<file path="config.mk">
export PLATFORM = sky130hd
export DESIGN_NAME = mvm_ram
export DESIGN_NICKNAME = d
export VERILOG_FILES = /design/src/rtl/mvm_ram.sv
export SDC_FILE = /design/constraint.sdc
export NUM_CORES = 1
export LEC_CHECK = 0
export ABC_AREA = 1
export ABC_CLOCK_PERIOD_IN_PS = 3900
export BUFFER_PORTS_ARGS = -buffer_cell sky130_fd_sc_hd__buf_2
export CAP_MARGIN = 20
export CORE_MARGIN = 8
export CORE_UTILIZATION = 60
export DETAILED_ROUTE_END_ITERATION = 10
export PLACE_DENSITY = 0.78
export SYNTH_ARGS = -nofsm -noshare
export SYNTH_HDL_FRONTEND = slang
export SYNTH_SLANG_ARGS = --single-unit
</file>
<file path="constraint.sdc">
create_clock -name clk -period 3.9 [get_ports clk]
set_clock_uncertainty 0.1 [all_clocks]
set_input_delay 0.78 -clock clk [delete_from_list [all_inputs] [get_ports clk]]
set_output_delay 0.78 -clock clk [all_outputs]
set_load 0.05 [all_outputs]
</file>
<file path="src/rtl/mvm_ram.sv">
// generic single-write, single-read ram with registered read data
// no dependencies
module mvm_ram #(
    parameter int WIDTH = 16,
    parameter int DEPTH = 16
) (
    input  logic                                        clk,
    input  logic                                        wr_en,
    input  logic [((DEPTH > 1) ? $clog2(DEPTH) : 1)-1:0] wr_addr,
    input  logic [WIDTH-1:0]                            wr_data,
    input  logic                                        rd_en,
    input  logic [((DEPTH > 1) ? $clog2(DEPTH) : 1)-1:0] rd_addr,
    output logic [WIDTH-1:0]                            rd_data
);

    logic [WIDTH-1:0] mem [DEPTH];
    logic [WIDTH-1:0] rd_data_reg;

    always_ff @(posedge clk)
    begin
        if (wr_en)
        begin
            mem[wr_addr] <= wr_data;
        end
        if (rd_en)
        begin
            rd_data_reg <= mem[rd_addr];
        end
    end

    assign rd_data = rd_data_reg;

endmodule

</file>
==> results of run 1 <==
-- cell families (layout without fill, tap and decap cells) --
| family | count (synthesis) | count (layout) | share of synthesized area |
|---|---|---|---|
| AND/OR/NAND/NOR | 553 | 553 | 0.2014 |
| other | 0 | 2 | 0 |
| buffers and inverters | 249 | 316 | 0.09085 |
| flip-flops | 272 | 272 | 0.7077 |
-- how the worst min path moves through the flow --
stage | startpoint | end | slack [ns]
3_3_place_gp | mem[6][9]$_DFFE_PP_ | rd_data[9]$_DFFE_PP_ | 0.60
3_5_place_dp | mem[6][9]$_DFFE_PP_ | rd_data[9]$_DFFE_PP_ | 0.61
6_report | wr_data[2] | mem[3][2]$_DFFE_PP_ | 0.52
2_1_floorplan | mem[10][0]$_DFFE_PP_ | rd_data[0]$_DFFE_PP_ | 0.58
4_1_cts | wr_data[2] | mem[13][2]$_DFFE_PP_ | 0.50
5_1_grt | wr_data[2] | mem[7][2]$_DFFE_PP_ | 0.51
-- power breakdown --
| group | internal, mW | leakage, nW | switching (mW) | total (mW) |
|---|---|---|---|---|
| Clock | 1.59 | 0.440 | 1.05 | 2.64 |
| Sequential | 3.29 | 2.47 | 0.0202 | 3.31 |
| Combinational | 0.106 | 2.63 | 0.318 | 0.424 |
| Total | 4.99 | 5.54 | 1.38 | 6.38 |
-- metrics by stage --
| stage | cell area [sq um] | std cells | power [mW] | utilization |
|---|---|---|---|---|
| floorplan | 11540 | 1074 | 3.640 | - |
| global placement | 11980 | 1323 | 3.775 | 0.6381 |
| detailed placement | 12030 | 1325 | 3.790 | 0.6410 |
| CTS | 12930 | 1375 | 6.396 | 0.6891 |
| global route | 12940 | 1377 | 6.544 | 0.6893 |
| finish | 12940 | 1377 | 6.376 | 0.6893 |
-- area by class of cell --
cell class / count / area, sq um
antenna: 2 / 5.005
clock buffer: 31 / 690.7
clock inverter: 19 / 211.5
fill: 1261 / 5831
inverter: 198 / 744.5
multi-input combinational: 553 / 2365
sequential: 272 / 8168
tap: 234 / 292.8
timing repair buffer: 68 / 460.4
-- placed cells by master (no fill, tap or decap) --
cell	netlist	routed
nand3_1	193	193
nor2_2	0	16
clkbuf_16	0	27
nand3b_1	2	2
clkbuf_1	10	4
clkinv_2	0	4
nor2_1	17	1
buf_4	18	24
buf_2	19	41
buf_12	0	1
buf_16	0	2
inv_1	196	196
nand2_1	341	341
inv_2	2	1
edfxtp_1	272	272
clkinv_1	0	10
diode_2	0	2
bufinv_16	0	5
inv_6	0	1
-- metal layers --
layer | GRT usage | vias up
met3 | 0.03678 | 70
li1 | - | 3580
met4 | 0.1059 | 0
met5 | 0 | -
met1 | 0.2976 | 3729
met2 | 0.3846 | 440
==> qor.csv, run 1 <==
stage,metric,value,unit
detailed_routing,routedWlPerCell,20.05,um
cts,cts_tree,yes,
floorplan,rows,50,
detailed_routing,wl_met1,10.70,mm
detailed_routing,met2_length,13.52,mm
worst_hold_path,min_path_cells,1,
synthesis,synth-edff-count,272,
synthesis,post-synth-top-count-cell,nand2_1,
finish,nets,1147,
worst_setup_path,reg2reg_depth,6,
synthesis,ys_ff_latch,272,
worst_setup_path,crit_start,rd_data[5]$_DFFE_PP_,
timing,finalHoldViolations,0,
synthesis,synthCells,1074,
detailed_routing,drc,0,
power,power_leakage,5.540,nW
worst_setup_path,max_stage_delay,0.43,ns
global_routing,antenna_found_initial,2,
synthesis,syn_area,11540,sq um
floorplan,die_area,23930,sq um
timing,hold_slack,0.5153,ns
cts,post_cts_buffers,0,
synthesis,yosysUniqueCellTypes,12,
cts,clock-sinks,272,
outcome,status,finished clean,
global_routing,grt_usage,0.2321,
timing,rsz0062_at_grt,false,
synthesis,yosys-top-cells-count,"nand2_1 (341), edfxtp_1 (272), inv_1 (196)",
worst_hold_path,worstHoldPathType,in -> reg,
worst_setup_path,endpoint,rd_data[5],
power,ir_drop,440.8,uV
timing,fmaxAchievable,0.4655,GHz
cts,ctsHoldBuffers,0,
placed_design,hpwlAfterDp,15.66,mm
placed_design,gp_congestion,0.8069,
worst_setup_path,r2r_start,mem[3][5]$_DFFE_PP_,
global_routing,grt_pass1_vias,7635,
synthesis,ys_seq_area_frac,0.7077,
timing,fin_ws,1.752,ns
timing,tns,0,ns
detailed_routing,ant_nets,0,
timing,finalSetupViolations,0,
worst_setup_path,cp_cell_sequence,buf_2,
global_routing,grt_pass1_wl,42.39,mm
floorplan,start_util,0.6149,
floorplan,chipHeight,154.7,um
worst_setup_path,required,3.02,ns
synthesis,yosys.area.top_type,edfxtp_1,
detailed_routing,top_layer,met4,
floorplan,die_w,154.7,um
detailed_routing,num_vias,7819,
placed_design,io_buffers,42,
placed_design,dp_slack,1.242,ns
worst_setup_path,worstPathArrival,1.27,ns
worst_setup_path,r2r_slack,2.61,ns
cts,cts_buffers,27,
detailed_routing,first_pass_iters,7,
worst_setup_path,crit_buf_inv,1,
detailed_routing,wl_met3,2.369,mm
finish,largest_register_ffs,256,
finish,drive_above_1_share,0.1069,
floorplan,fp.coreArea,18770,sq um
synthesis,synth_nets,1101,
job,drv_cap,0,
synthesis,synthArstFlopShare,0,
cts,path_clk_slew,0.06,ns
synthesis,synth_ff_type,edfxtp_1,
global_routing,overflow,0,
worst_setup_path,start_kind,flip-flop,
worst_setup_path,critPathMaxFanout,1,
cts,cts_buffer_depth,3,
detailed_routing,drt_wl_total,27.61,mm
timing,fin_crit,2.148,ns
worst_setup_path,cp_slowest_cell,edfxtp_1,
synthesis,synthTopCellsByArea,"edfxtp_1 (71%), nand2_1 (11%), nand3_1 (8.4%)",
worst_setup_path,end_kind,primary output,
detailed_routing,vias_per_cell,5.678,
cts,cts_resized,0,
timing,finalCritPeriodShare,0.5508,
finish,area_growth,12.10,%
timing,maxSlewHeadroom,0.3129,
synthesis,syn_area_per_cell,10.75,sq um
floorplan,num_io_pins,43,
cts,root_buffer,clkbuf_16,
cts,clock_latency,0.55,ns
timing,worstMarginPinSlew,1.030,ns
worst_setup_path,path_depth,1,
worst_setup_path,critPathTopFamily,flip-flops,
worst_setup_path,crit_type,reg -> out,
cts,htree_levels,1,
timing,slew_violations,0,
global_routing,grt_max_degree,65,
synthesis,yosysWarnings,0,
synthesis,yosysTopAreaCellShare,0.7077,
power,p_per_area,492.8,nW/um^2
worst_setup_path,r2r-end,rd_data[5]$_DFFE_PP_,
detailed_routing,drtIter0Drc,858,
No activity file was read; power rests on OpenSTA's default activity.
==> run 2: changes to the inputs <==
ABC_CLOCK_PERIOD_IN_PS = 1800   (was 3900)
CORE_UTILIZATION = 56   (was 60)
PLACE_DENSITY = 0.76   (was 0.78)
clock period = 1.8 ns   (was 3.9 ns; I/O delays follow)
==> run 2 against run 1 <==
Critical path depth did not move. Die area up 6.4%. Worst setup slack got worse by 1.7 ns. Register-to-register slack worse by 2.0 ns. Global-route usage shrank 2.1 points. Routed wire length decreased by 3.8%. Total power up 110%. Core utilization decreased by 3.0 points. Clock power increased by 100%. Critical endpoint is now rd_data[7].
==> qor.csv, run 2 (synthesized netlist as in run 1, its figures left out) <==
stage,metric,value,unit,change
outcome,status,finished clean,,unchanged
floorplan,num_io_pins,43,,unchanged
worst_setup_path,cp_cell_sequence,buf_2,,unchanged
worst_hold_path,worstHoldPathType,in -> reg,,unchanged
cts,clock_latency,0.54,ns,was 0.55 ns
worst_setup_path,max_stage_delay,0.41,ns,was 0.43 ns
power,p_clk_frac,0.398,,was 0.414
global_routing,overflow,0,,unchanged
timing,worstMarginPinSlew,0.8356,ns,was 1.030 ns
cts,cts_buffers,28,,was 27
worst_setup_path,start_kind,flip-flop,,unchanged
worst_setup_path,r2r_start,mem[0][2]$_DFFE_PP_,,was mem[3][5]$_DFFE_PP_
finish,n_antenna_cell,0,,was 2
worst_setup_path,crit_type,reg -> out,,unchanged
power,combPwrFrac,0.071,,was 0.067
worst_setup_path,r2r_slack,0.59,ns,was 2.61 ns
cts,ctsHoldBuffers,0,,unchanged
worst_setup_path,crit_buf_inv,1,,unchanged
finish,largest_register_ffs,256,,unchanged
worst_hold_path,min_path_cells,1,,unchanged
worst_hold_path,hold_end,mem[5][8]$_DFFE_PP_,,was mem[3][2]$_DFFE_PP_
timing,fmaxAchievable,0.5876,GHz,
cts,clock-sinks,272,,unchanged
detailed_routing,routedWlPerCell,18.53,um,was 20.05 um
global_routing,antenna_found_initial,0,,was 2
finish,multi_input_area,2365,sq um,unchanged
placed_design,io_buffers,42,,unchanged
detailed_routing,num_vias,7708,,was 7819
worst_setup_path,end_kind,primary output,,unchanged
worst_setup_path,r2r-end,rd_data[2]$_DFFE_PP_,,was rd_data[5]$_DFFE_PP_
power,switching_share,0.2264,,was 0.2172
worst_hold_path,min_from,wr_data[8],,was wr_data[2]
global_routing,grt_pass1_wl,42.06,mm,was 42.39 mm
detailed_routing,drc,0,,unchanged
cts,post_cts_buffers,0,,unchanged
timing,finalSetupViolations,0,,unchanged
placed_design,hpwlAfterDp,15.52,mm,was 15.66 mm
finish,final-seq-area,8168,sq um,unchanged
cts,cts_tree,yes,,unchanged
floorplan,fp.coreArea,20230,sq um,was 18770 sq um
timing,slew_violations,0,,unchanged
power,ir_drop,829.3,uV,was 440.8 uV
power,power.switching,3.067,mW,was 1.385 mW
worst_setup_path,cp_slowest_cell,edfxtp_1,,unchanged
power,power_leakage,5.696,nW,was 5.540 nW
worst_setup_path,reg2reg_depth,6,,unchanged
timing,rsz0062_at_grt,false,,unchanged
finish,fillers,1500,,was 1261
finish,area_growth,15.55,%,was 12.10%
floorplan,die_w,159.6,um,was 154.7 um
power,intPower,10.48,mW,was 4.991 mW
detailed_routing,ant_nets,0,,unchanged
global_routing,grt_max_degree,44,,was 65
cts,cts_resized,0,,unchanged
finish,layout_commonest_cell,nand2_1,,unchanged
worst_setup_path,critPathTopFamily,flip-flops,,unchanged
cts,root_buffer,clkbuf_16,,unchanged
global_routing,grt_usage,0.2109,,was 0.2321
worst_setup_path,worstPathArrival,1.24,ns,was 1.27 ns
floorplan,die_area,25460,sq um,was 23930 sq um
cts,path_clk_slew,0.06,ns,about the same
global_routing,grt_pass1_vias,7768,,was 7635
floorplan,rows,52,,was 50
job,drv_cap,0,,unchanged
timing,maxSlewHeadroom,0.4423,,was 0.3129
timing,tns,0,ns,unchanged
finish,nets,1168,,was 1147
placed_design,gp_congestion,0.7964,,was 0.8069
timing,hold_slack,0.1021,ns,was 0.5153 ns
worst_setup_path,required,1.34,ns,was 3.02 ns
detailed_routing,first_pass_iters,5,,was 7
floorplan,start_util,0.5704,,was 0.6149
power,p_per_area,1016,nW/um^2,was 492.8 nW/um^2
cts,htree_levels,1,,unchanged
finish,final_cell_mix,"nand2_1 (341), edfxtp_1 (272), inv_1 (196)",,unchanged
floorplan,chipHeight,159.6,um,was 154.7 um
detailed_routing,drtIter0Drc,796,,was 858
worst_setup_path,critPathMaxFanout,1,,unchanged
finish,drive_above_1_share,0.1273,,was 0.1069
timing,finalCritPeriodShare,0.9454,,
cts,cts_buffer_depth,3,,unchanged
timing,fin_crit,1.702,ns,
power,p_seq_frac,0.530,,was 0.520
detailed_routing,drt_wl_total,26.56,mm,was 27.61 mm
detailed_routing,vias_per_cell,5.379,,was 5.678
timing,finalHoldViolations,0,,unchanged
[run 2: cell count changes in the layout (fill, tap and decap cells not counted), sizes merged]
cell / change
buf: +20
bufinv: -4
clkinv: +5
clkinvlp: +2
diode: -2
inv: -1
[run 2: worst max-delay path by stage]
stage / startpoint / to / cells past startpoint
finish: rd_data[7]$_DFFE_PP_ / rd_data[7] / 1
detailed placement: rd_addr[0] / rd_data[3]$_DFFE_PP_ / 8
global route: rd_data[5]$_DFFE_PP_ / rd_data[5] / 1
global placement: rd_addr[0] / rd_data[2]$_DFFE_PP_ / 9
floorplan: wr_addr[2] / mem[10][0]$_DFFE_PP_ / 2
CTS: rd_data[7]$_DFFE_PP_ / rd_data[7] / 1
[run 2: layout make-up]
class	count	share of cell area
Sequential cell	272	0.6125
Multi-Input combinational cell	553	0.1773
Timing Repair Buffer	88	0.06436
Inverter	198	0.05583
Clock buffer	31	0.05498
Tap cell	270	0.02533
Clock inverter	21	0.009664
[run 2: layer usage]
layer | wire, um | track usage | vias to the layer above
met4 | 888 | 0.07804 | 0
met1 | 10570 | 0.2794 | 3655
met2 | 12540 | 0.3387 | 377
li1 | - | - | 3612
met3 | 2559 | 0.04343 | 64
met5 | 0 | 0 | -
[run 2: stage by stage]
stage	worst slack, ns	util	cell area (sq um)	std cells	power [mW]
finish	0.09822	0.6590	13340	1433	13.55
global placement	0.1325	0.6164	12470	1381	8.249
floorplan	0.04042	-	11540	1074	7.888
detailed placement	0.08928	0.6164	12470	1381	8.276
CTS	0.06266	0.6590	13340	1433	13.60
global route	0.04573	0.6590	13340	1433	13.98
[run 2: power groups by stage]
stage / Clock [mW] / Combinational (mW) / Sequential, mW
after floorplan: 0 / 0.479 / 7.41
after global placement: 0 / 0.937 / 7.31
after detailed placement: 0 / 0.962 / 7.31
after CTS: 5.45 / 0.969 / 7.18
after global routing: 5.73 / 1.06 / 7.19
final: 5.40 / 0.967 / 7.18
